`src/sv/escaped_frame_deframer_macros.svh`:
```
// Assertion macros shared by the deframer RTL.
`ifndef ESCAPED_FRAME_DEFRAMER_MACROS_SVH
`define ESCAPED_FRAME_DEFRAMER_MACROS_SVH

// Same-cycle implication, disabled during reset.
`define EFD_ASSERT_NOW(label, clk, rst, ante, cons) \
  label: assert property (@(posedge clk) disable iff (rst) (ante) |-> (cons)) \
    else $error("deframer check failed");

// Next-cycle implication, disabled during reset.
`define EFD_ASSERT_NEXT(label, clk, rst, ante, cons) \
  label: assert property (@(posedge clk) disable iff (rst) (ante) |=> (cons)) \
    else $error("deframer check failed");

`endif

```
`src/sv/efd_pkg.sv`:
```
// Types, constants and the per-byte framing function of the deframer.
package efd_pkg;

  localparam int unsigned FRAME_OVERHEAD_DEFAULT = 3;

  localparam logic [7:0] ESC_BYTE  = 8'h56;
  localparam logic [7:0] ESC_SELF  = 8'h57;
  localparam logic [7:0] LEAD_BYTE = 8'h55;
  localparam logic [7:0] LEN_MAX   = 8'd84;

  typedef struct packed {
    logic [7:0] data;
    logic       first;
    logic       last;
  } beat_t;

  typedef struct packed {
    logic [7:0] win_old;
    logic [7:0] win_new;
    logic [1:0] fill;
    logic       in_frame;
    logic [6:0] remaining;
  } hunt_state_t;

  typedef struct packed {
    logic [1:0]      count;
    beat_t [2:0]     beats;
  } beat_group_t;

  typedef struct packed {
    hunt_state_t st;
    beat_group_t grp;
  } step_t;

  function automatic step_t frame_step(hunt_state_t st, logic [7:0] b, logic [6:0] extra);
    step_t      r;
    logic [6:0] rem;
    r = '0;
    r.st = st;
    rem = '0;
    if (st.in_frame) begin
      rem = (st.remaining == 7'd0) ? 7'd0 : st.remaining - 7'd1;
      r.st.remaining = rem;
      r.grp.count = 2'd1;
      r.grp.beats[0] = '{data: b, first: 1'b0, last: (rem == 7'd0)};
      if (rem == 7'd0) begin
        r.st.in_frame = 1'b0;
        r.st.fill = 2'd0;
        r.st.win_old = 8'd0;
        r.st.win_new = 8'd0;
      end
    end else if (st.fill >= 2'd2 && st.win_old == LEAD_BYTE && st.win_new == 8'd0 &&
                 b >= 8'd1 && b <= LEN_MAX) begin
      rem = b[6:0] + extra;
      r.grp.count = 2'd3;
      r.grp.beats[0] = '{data: LEAD_BYTE, first: 1'b1, last: 1'b0};
      r.grp.beats[1] = '{data: 8'd0, first: 1'b0, last: 1'b0};
      r.grp.beats[2] = '{data: b, first: 1'b0, last: (rem == 7'd0)};
      r.st.fill = 2'd0;
      r.st.win_old = 8'd0;
      r.st.win_new = 8'd0;
      r.st.in_frame = (rem != 7'd0);
      r.st.remaining = rem;
    end else begin
      r.st.win_old = st.win_new;
      r.st.win_new = b;
      if (st.fill < 2'd2) begin
        r.st.fill = st.fill + 2'd1;
      end
    end
    return r;
  endfunction

endpackage

```
`src/sv/efd_raw_if.sv`:
```
// Handshake channel carrying one escaped link byte per beat.
interface efd_raw_if;
  logic       valid;
  logic       ready;
  logic [7:0] raw_byte;

  modport source (output valid, output raw_byte, input ready);
  modport sink (input valid, input raw_byte, output ready);
endinterface

```
`src/sv/efd_frame_if.sv`:
```
// Handshake channel carrying one unescaped frame byte with its markers per beat.
interface efd_frame_if;
  logic       valid;
  logic       ready;
  logic [7:0] frame_byte;
  logic       first_of_frame;
  logic       last_of_frame;

  modport source (output valid, output frame_byte, output first_of_frame,
                  output last_of_frame, input ready);
  modport sink (input valid, input frame_byte, input first_of_frame,
                input last_of_frame, output ready);
endinterface

```
`src/sv/efd_in_stage.sv`:
```
// Input register holding one escaped byte until the engine takes it.
module efd_in_stage (
  input  logic       clk,
  input  logic       rst,
  efd_raw_if.sink    raw,
  input  logic       advance,
  output logic       item_valid,
  output logic [7:0] item_byte
);
  import efd_pkg::*;

  assign raw.ready = !item_valid || advance;

  always_ff @(posedge clk) begin
    if (rst) begin
      item_valid <= 1'b0;
    end else if (raw.valid && raw.ready) begin
      item_valid <= 1'b1;
    end else if (advance) begin
      item_valid <= 1'b0;
    end
  end

  always_ff @(posedge clk) begin
    if (raw.valid && raw.ready) begin
      item_byte <= raw.raw_byte;
    end
  end
endmodule

```
`src/sv/efd_engine.sv`:
```
// Unescape and header hunt: escape and framing state plus the beat group of one byte.
module efd_engine #(
  parameter int unsigned FRAME_OVERHEAD = efd_pkg::FRAME_OVERHEAD_DEFAULT
) (
  input  logic                clk,
  input  logic                rst,
  input  logic                advance,
  input  logic [7:0]          item_byte,
  output efd_pkg::beat_group_t grp
);
  import efd_pkg::*;

  localparam logic [6:0] EXTRA = 7'(FRAME_OVERHEAD - 3);

  logic        escape_pending;
  logic        escape_pending_next;
  hunt_state_t st;
  hunt_state_t st_next;
  step_t       s1;
  step_t       s2;
  logic [7:0]  first_byte;
  logic        use1;
  logic        use2;

  always_comb begin
    first_byte = item_byte;
    if (escape_pending) begin
      first_byte = (item_byte == ESC_BYTE) ? LEAD_BYTE : ESC_BYTE;
    end
    use1 = escape_pending || (item_byte != ESC_BYTE);
    use2 = escape_pending && (item_byte != ESC_BYTE) && (item_byte != ESC_SELF);
    escape_pending_next = !escape_pending && (item_byte == ESC_BYTE);
    s1 = frame_step(st, first_byte, EXTRA);
    s2 = frame_step(s1.st, item_byte, EXTRA);
  end

  always_comb begin
    grp = '0;
    st_next = st;
    if (use2) begin
      st_next = s2.st;
      grp.count = s1.grp.count + s2.grp.count;
      if (s1.grp.count == 2'd0) begin
        grp.beats = s2.grp.beats;
      end else begin
        grp.beats = {s2.grp.beats[1:0], s1.grp.beats[0]};
      end
    end else if (use1) begin
      st_next = s1.st;
      grp = s1.grp;
    end
  end

  always_ff @(posedge clk) begin
    if (rst) begin
      escape_pending <= 1'b0;
      st <= '0;
    end else if (advance) begin
      escape_pending <= escape_pending_next;
      st <= st_next;
    end
  end
endmodule

```
`src/sv/efd_out_stage.sv`:
```
// Result register holding up to three beats and sending them one per cycle while frame.ready is high.
module efd_out_stage (
  input  logic                 clk,
  input  logic                 rst,
  efd_frame_if.source          frame,
  input  logic                 load,
  input  efd_pkg::beat_group_t grp,
  output logic                 room
);
  import efd_pkg::*;

  logic [1:0]  count;
  beat_t [2:0] beats;

  assign frame.valid          = (count != 2'd0);
  assign frame.frame_byte     = beats[0].data;
  assign frame.first_of_frame = beats[0].first;
  assign frame.last_of_frame  = beats[0].last;
  assign room = (count == 2'd0) || (count == 2'd1 && frame.ready);

  always_ff @(posedge clk) begin
    if (rst) begin
      count <= 2'd0;
    end else if (load) begin
      count <= grp.count;
    end else if (frame.valid && frame.ready) begin
      count <= count - 2'd1;
    end
  end

  always_ff @(posedge clk) begin
    if (load) begin
      beats <= grp.beats;
    end else if (frame.valid && frame.ready) begin
      beats <= {beat_t'('0), beats[2:1]};
    end
  end
endmodule

```
`src/sv/escaped_frame_deframer.sv`:
```
// Top level of the escaped byte deframer.
//
//   channel | modport | payload                                    | role
//   raw     | sink    | raw_byte                                   | escaped link bytes
//   frame   | source  | frame_byte, first_of_frame, last_of_frame  | framed bytes out
//
// One raw byte enters per cycle while the result register has room; it makes 0 to 3 output
// beats, sent one per cycle while frame.ready is high. A raw beat passes the input register, then the result register.
// A raw byte is processed once the result register is empty or sends its last beat.
// Reset is synchronous and clears escape, hunt window, frame count and both valids.
`include "escaped_frame_deframer_macros.svh"

module escaped_frame_deframer #(
  parameter int unsigned FRAME_OVERHEAD = efd_pkg::FRAME_OVERHEAD_DEFAULT
) (
  input  logic        clk,
  input  logic        rst,
  efd_raw_if.sink     raw,
  efd_frame_if.source frame
);
  import efd_pkg::*;

  logic        item_valid;
  logic [7:0]  item_byte;
  logic        room;
  logic        advance;
  beat_group_t grp;

  assign advance = item_valid && room;

  efd_in_stage u_in (
    .clk        (clk),
    .rst        (rst),
    .raw        (raw),
    .advance    (advance),
    .item_valid (item_valid),
    .item_byte  (item_byte)
  );

  efd_engine #(
    .FRAME_OVERHEAD (FRAME_OVERHEAD)
  ) u_engine (
    .clk       (clk),
    .rst       (rst),
    .advance   (advance),
    .item_byte (item_byte),
    .grp       (grp)
  );

  efd_out_stage u_out (
    .clk   (clk),
    .rst   (rst),
    .frame (frame),
    .load  (advance),
    .grp   (grp),
    .room  (room)
  );

  `EFD_ASSERT_NEXT(a_load_shows, clk, rst, advance && grp.count != 2'd0, frame.valid)
  `EFD_ASSERT_NOW(a_first_is_lead, clk, rst, frame.valid && frame.first_of_frame,
                  frame.frame_byte == LEAD_BYTE)
  `EFD_ASSERT_NOW(a_first_not_last, clk, rst, frame.valid && frame.first_of_frame,
                  !frame.last_of_frame)
endmodule

```
`src/flat_wrapper.sv`:
```
// flat-port wrapper written by rule: the top's interface ports become plain ports
module escaped_frame_deframer_flat import efd_pkg::*;
#(
  parameter int unsigned FRAME_OVERHEAD = efd_pkg::FRAME_OVERHEAD_DEFAULT
)
  (clk, rst, raw_valid, raw_raw_byte, raw_ready, frame_valid, frame_frame_byte, frame_first_of_frame, frame_last_of_frame, frame_ready);
  efd_raw_if raw_i ();
  efd_frame_if frame_i ();
  input  logic clk;
  input  logic rst;
  input wire logic [$bits(raw_i.valid)-1:0] raw_valid;
  input wire logic [$bits(raw_i.raw_byte)-1:0] raw_raw_byte;
  output wire logic [$bits(raw_i.ready)-1:0] raw_ready;
  output wire logic [$bits(frame_i.valid)-1:0] frame_valid;
  output wire logic [$bits(frame_i.frame_byte)-1:0] frame_frame_byte;
  output wire logic [$bits(frame_i.first_of_frame)-1:0] frame_first_of_frame;
  output wire logic [$bits(frame_i.last_of_frame)-1:0] frame_last_of_frame;
  input wire logic [$bits(frame_i.ready)-1:0] frame_ready;
  assign raw_i.valid = raw_valid;
  assign raw_i.raw_byte = raw_raw_byte;
  assign raw_ready = raw_i.ready;
  assign frame_valid = frame_i.valid;
  assign frame_frame_byte = frame_i.frame_byte;
  assign frame_first_of_frame = frame_i.first_of_frame;
  assign frame_last_of_frame = frame_i.last_of_frame;
  assign frame_i.ready = frame_ready;
  escaped_frame_deframer #(.FRAME_OVERHEAD(FRAME_OVERHEAD)) u_core (.clk(clk), .rst(rst), .raw(raw_i), .frame(frame_i));
endmodule
```
`config.mk`:
```
export PLATFORM = sky130hd
export DESIGN_NAME = escaped_frame_deframer_flat
export DESIGN_NICKNAME = d
export VERILOG_FILES = /design/src/sv/efd_pkg.sv /design/src/sv/efd_raw_if.sv /design/src/sv/efd_frame_if.sv /design/src/sv/efd_in_stage.sv /design/src/sv/efd_engine.sv /design/src/sv/efd_out_stage.sv /design/src/sv/escaped_frame_deframer.sv /design/src/flat_wrapper.sv
export VERILOG_INCLUDE_DIRS = /design/src /design/src/sv
export SDC_FILE = /design/constraint.sdc
export NUM_CORES = 1
export LEC_CHECK = 0
export BUFFER_PORTS_ARGS = -buffer_cell sky130_fd_sc_hd__clkbuf_2
export CORE_MARGIN = 2
export CORE_UTILIZATION = 35
export CTS_CLUSTER_DIAMETER = 120
export DETAILED_ROUTE_END_ITERATION = 10
export GPL_ROUTABILITY_DRIVEN = 0
export GPL_TIMING_DRIVEN = 0
export PLACE_DENSITY_LB_ADDON = 0.2
export SLEW_MARGIN = 40
export SYNTH_ARGS = -nofsm -noshare
export SYNTH_HDL_FRONTEND = slang
export SYNTH_HIERARCHICAL = 1
export SYNTH_SLANG_ARGS = --single-unit
```
`constraint.sdc`:
```
create_clock -name clk -period 4.5 [get_ports clk]
set_clock_uncertainty 0.15 [all_clocks]
set_input_delay 0.45 -clock clk [delete_from_list [all_inputs] [get_ports clk]]
set_output_delay 0.45 -clock clk [all_outputs]
set_load 0.01 [all_outputs]
```
**Yosys cells after proc, flatten, opt, wreduce, memory -nomap -nowiden**

Cells that the tools add are included.

- $add $sub $neg: 6
- Muxes and demuxes: 29
- Eq/ne operators: 6
- $lt $le $gt $ge: 8
- Reductions and logical operators: 37

Operators by type and width:

| kind | count |
|---|---|
| 30-bit 2-to-1 mux | 3 |
| 40-bit 2-to-1 mux | 2 |
| 32-bit 2-to-1 mux | 2 |
| 28-bit 2-to-1 mux | 2 |
| 26-bit 2-to-1 mux | 2 |
| 7-bit logical NOT | 6 |
| 20-bit 2-to-1 mux | 2 |
| 19-bit 2-to-1 mux | 2 |
| 18-bit 2-to-1 mux | 2 |
| 8-bit by 7-bit == test with 1-bit output, second input constant | 3 |
| 10-bit 2-to-1 mux | 2 |
| 8-bit by 1-bit greater-or-equal comparator with 1-bit output, second input constant | 2 |
| 8-bit by 7-bit less-or-equal comparator with 1-bit output, second input constant | 2 |
| 8-bit logical NOT | 2 |
| 8-bit by 7-bit != test with 1-bit output, second input constant | 2 |
| 1-bit logical AND | 15 |
| 7-bit 2-to-1 mux | 2 |
| 7-bit nonzero test | 2 |
| 7-bit by 1-bit subtractor with 7-bit output, second input constant | 2 |
| 2-bit 2-to-1 mux | 5 |
| 8-bit 2-to-1 mux | 1 |
| 2-bit nonzero test | 4 |
| 2-bit by 1-bit adder with 2-bit output, second input constant | 2 |
| 2-bit greater-or-equal comparator, second input constant | 2 |
| 9 further kinds | 15 |

- Flip-flop bits (word level): 68
- Output and inout port bits: 12

**Logic depth before layout (Yosys ltp)**

- Depth in word-level cells: 18
- Gate-level depth with buffers: 15
- Gate-level depth less buffers: 14

**Hierarchy**

The synthesis kept the hierarchy.

By module, submodules not included:

| module | cells each | instances | area an instance (µm²) | sequential area each (µm²) |
|---|---|---|---|---|
| efd_engine | 336 | 1 | 2441.1 | 540.5 |
| efd_out_stage | 91 | 1 | 1510.2 | 940.9 |
| efd_in_stage | 13 | 1 | 295.3 | 260.2 |
| escaped_frame_deframer | 1 | 1 | 6.3 | 0.0 |

**Worst setup path after synthesis**

OpenSTA, ideal clock, no wires.

- Kind: reg-to-reg
- Start point: reg u_core.u_in.item_byte[3]
- End point: reg u_core/u_engine/st[18] (netlist name)
- Required time: 4.233 ns
- Buffers on the path: 2
- Path slack: 0.732 ns
- Library setup time: 0.117 ns
- Data arrival time: 3.502 ns
- Stages on the path, launching flop included: 16
- Period minus slack after synthesis: 3.768 ns
- Path through: edfxtp_1 -> buf_6 -> and4bb_4 -> nor4b_4 -> o311a_1 -> buf_4 -> mux2i_1 -> nand2_1 -> inv_1 -> ha_1 -> a21boi_0 -> nand3_1 -> a2111oi_4 -> nand2_2 -> a41o_1 -> a22o_1

- Word-level cells in the longest chain between the ends: 16
- Elaborated cells between the ends (all ways): 36
- Classes of those cells: add/sub: 1; order compare: 5; eq/ne: 4; mux: 11; reduce/logical: 15

RTL lines:

| what | RTL line | text |
|---|---|---|
| start: declaration | efd_in_stage.sv:8 | `output logic [7:0] item_byte` |
| start signal: assignment | efd_in_stage.sv:26 | `item_byte <= raw.raw_byte;` |
| parallel branches: the longest is 16 deep, another holds 8-bit by 1-bit greater-or-equal comparator with 1-bit output | - |  |
| end signal: assignment | efd_engine.sv:60 | `st <= st_next;` |
| end: declaration | efd_engine.sv:17 | `hunt_state_t st;` |

Several ways; the timed one is not identified. The select of a mux whose other input is x is not followed.
A chain may end at the register's enable or synchronous reset.

**Final worst setup path**

- Start point: reg u_core.u_in.item_byte[5]
- End point: reg u_core/u_engine/st[25] (netlist name)

Same word-level chain as after synthesis.

==> impl_results.md <==
- Compound-Gate Fraction of Synth Area: 0.194
- Vias in the first global route: 3421
- First-pass iteration count of the detailed router: 4
- Remaining global-route overflow: 0
- Slew @ Worst Pin: 703 ps
- Comb power frac: 0.212
- Hold depth: 1
- Row count: 40
- Die height: 114 um
- Initial antenna violation count: 0
- Synth Instances: 441
- Clock share of power: 0.375
- Filler cells: 1167
- Final setup viols: 0
- Clk buf depth: 2
- YS warnings: 6
- Total power per unit cell area: 389 mW/mm2
- Die Area: 0.0130 mm2
- Max_slew headroom: 0.532
- CTS clk-pin slew, worst paths: 60 ps
- Mapped Avg Cell Area: 9.64 um2
- Mux contribution to synthesized area: 0.0880
- Final Cycle Share: 0.948
- Seq/Total Area, Yosys: 0.410
- Setup crit end kind: register
- 1st-iter DRT viols: 213
- Sw power: 542 uW
- Die W: 114 um
- Post-synth top flop: edfxtp_1
- Net Sw Frac: 0.285
- Ranking of synthesized cells by area: edfxtp_1 (27%), dfxtp_1 (14%), mux2_4 (6.4%)
- Most common cell in the netlist: nor2_1
- ANT nets after route: 0
- CP Data Required Time: 4570 ps
- Worst reg-to-reg path cell count: 16
- Vias: 3482
- Num CTS Buffers: 9
- Starting Density: 0.357
- Min-Delay Startpoint: raw_raw_byte[7]
- Nets@finish: 499
- Distinct cells, synth: 77
- Internal power: 1360 uW
- Max Slew Vio Count: 0
- Yosys reg bits: 68
- Share of layout cells above drive strength 1: 0.231
- Global Route Usage Sum: 0.176
- Leak Pwr: 0.00197 uW
- RSZ-0062 raised after global routing: no
- WL/cell: 17.5 um
- Data arrival, critical path: 4340 ps
- CP Class: register to register
- Post-Synth XOR/XNOR Area: 0.00412
- Post-synth ARST share: 0
- Synth area leader: edfxtp_1
- Diode count: 0
- Hold buffer count at CTS: 0
- Final hold violation count: 0
- Area growth, synth to finish: 15.2%
- Drt drc: 0
- IO Port Bufs: 23
- Adder-Cell Fraction of Synth Area: 0.0259
- First-pass GRT wire length: 18.0 mm
- # IOs: 24
- Commonest cells post-synth: nor2_1 (41), edfxtp_1 (38), nand2_1 (36)
- R2R Path End: u_core/u_engine/st[25]
- Setup TNS: 0 ps
- Hold endpoint: u_core/u_in/item_byte[7]
- Post-synth EDFFs: 38
- Startpoint Class: register
- Cell Area, Synth: 0.00425 mm2
- DPL Wire Length: 8.02 mm
- Hold WC Path Type: input pin to register
- Clock Sinks: 68
- Status: complete, no violations
- Placed cell count: 614
- Clock H-tree levels: 3
- Dominant combinational cell family by area after synthesis: simple AND/OR/NAND/NOR gates
- Minimum clock period: 4270 ps
- CTS tree: done
- Worst skew pair latency: 330 ps
- VDD IR max: 232 uV
- Max-cap viol count: 0
- Crit path max fanout: 10
- Vias per cell: 5.52
- Post-synth top area share: 0.268
- Final Non-Filler Cells: 631
- Total routed wirelength: 11.0 mm
- Fmax: 234 MHz
- Reg2reg start: u_core/u_in/item_byte[5]
- Root Buffer: clkbuf_16
- Core box area: 0.0119 mm2
- Seq pwr share: 0.413
- Reg-to-reg setup timing slack: 230 ps
- Largest net degree at the start of global routing: 31
- Tot Pwr: 1900 uW
- Post-Synth Simple-Gate Area: 0.206
## cell families (layout without fill, tap and decap cells)
family | after synthesis | after routing
and+or+nand+nor | 160 | 160
AOI/OAI and AO/OA | 114 | 114
DFF | 68 | 68
buffers and inverters | 59 | 99
muxes | 28 | 28
adders and majority gates | 9 | 9
xor gates and xnor gates | 2 | 2
other | 1 | 4
## repair_timing
item	4_1_cts	5_1_grt
endpoints found under the hold margin	0	0
setup endpoints to repair	0	18
buffers inserted	0	2
resized for setup	0	6
## layout by cell type (no fill, tap or decap), types with 11 or more instances in the layout
cell type  count
o21ai_0       21
and3_1        11
clkbuf_2      24
buf_4         15
and2_1        13
a21oi_1       27
inv_1         17
mux2_4        18
nor2_1        40
clkbuf_1      18
edfxtp_1      38
nand2_1       35
dfxtp_1       30
## critical path, cell delays in order, from the launching register on
cell and delay (ps):
edfxtp_1 360, buf_2 200, and4bb_4 380, nor4b_4 330
o311a_1 200, buf_4 190, mux2i_2 300, nand2_2 130
inv_1 80, ha_2 230, a21boi_1 220, nand3_1 180
a2111oi_4 370, buf_4 190, nand2_2 90, a41o_1 330
a22o_1 200
## flip-flops by register name (all words and copies together), names as in the netlist
name,flops
u_core/u_engine/escape_pending,1
u_core/u_engine/st,26
u_core/u_in/item_byte,8
u_core/u_in/item_valid,1
u_core/u_out/beats,20
u_core/u_out/count,2
u_core/u_out/frame.first_of_frame,1
u_core/u_out/frame.frame_byte,8
u_core/u_out/frame.last_of_frame,1
## power groups by stage
stage	Sequential (uW)	Combinational (uW)	Clock, uW
finish	786	404	714
global route	793	443	752
CTS	784	399	730
detailed placement	797	396	0
global placement	793	390	0
floorplan	785	305	0
## worst max-delay path by stage
stage / start / end / slack [ps] / depth (start not counted)
global placement: u_core/u_in/item_byte[2] / u_core/u_engine/st[20] / 80 / 14
global route: u_core/u_in/item_byte[5] / u_core/u_engine/st[25] / 10 / 16
finish: u_core/u_in/item_byte[5] / u_core/u_engine/st[25] / 230 / 16
floorplan: u_core/u_in/item_byte[3] / u_core/u_engine/st[18] / 730 / 15
detailed placement: u_core/u_in/item_byte[2] / u_core/u_engine/st[22] / 40 / 14
CTS: u_core/u_in/item_byte[2] / u_core/u_engine/st[22] / 30 / 14
## routing by layer
metal,wire (um),GRT usage,share of wire
met1,5200,0.233,0.47
met2,5200,0.286,0.47
met3,516,0.0360,0.047
met4,125,0.0634,0.011
met5,0,0,0
## stage by stage
step | util | hold WS (ps) | setup slack (ps) | area, um2
final | 0.411 | 139 | 234 | 4900
after global routing | 0.411 | 135 | 14.0 | 4900
after CTS | 0.408 | 127 | 26.8 | 4860
after detailed placement | 0.383 | 314 | 44.8 | 4560
after global placement | 0.383 | 313 | 77.5 | 4560
after floorplan | - | 293 | 732 | 4260
## cell type report
| cell class | count | area, um2 | share of cell area |
|---|---|---|---|
| inverter | 20 | 75.1 | 0.0153 |
| multi-input combinational | 317 | 2240 | 0.458 |
| tap | 147 | 184 | 0.0375 |
| timing repair buffer | 25 | 130 | 0.0266 |
| clock inverter | 7 | 75.1 | 0.0153 |
| sequential | 68 | 1740 | 0.356 |
| buffer | 38 | 225 | 0.0460 |
| clock buffer | 9 | 225 | 0.0460 |
Note: power is estimated with default switching activity, not from simulation.
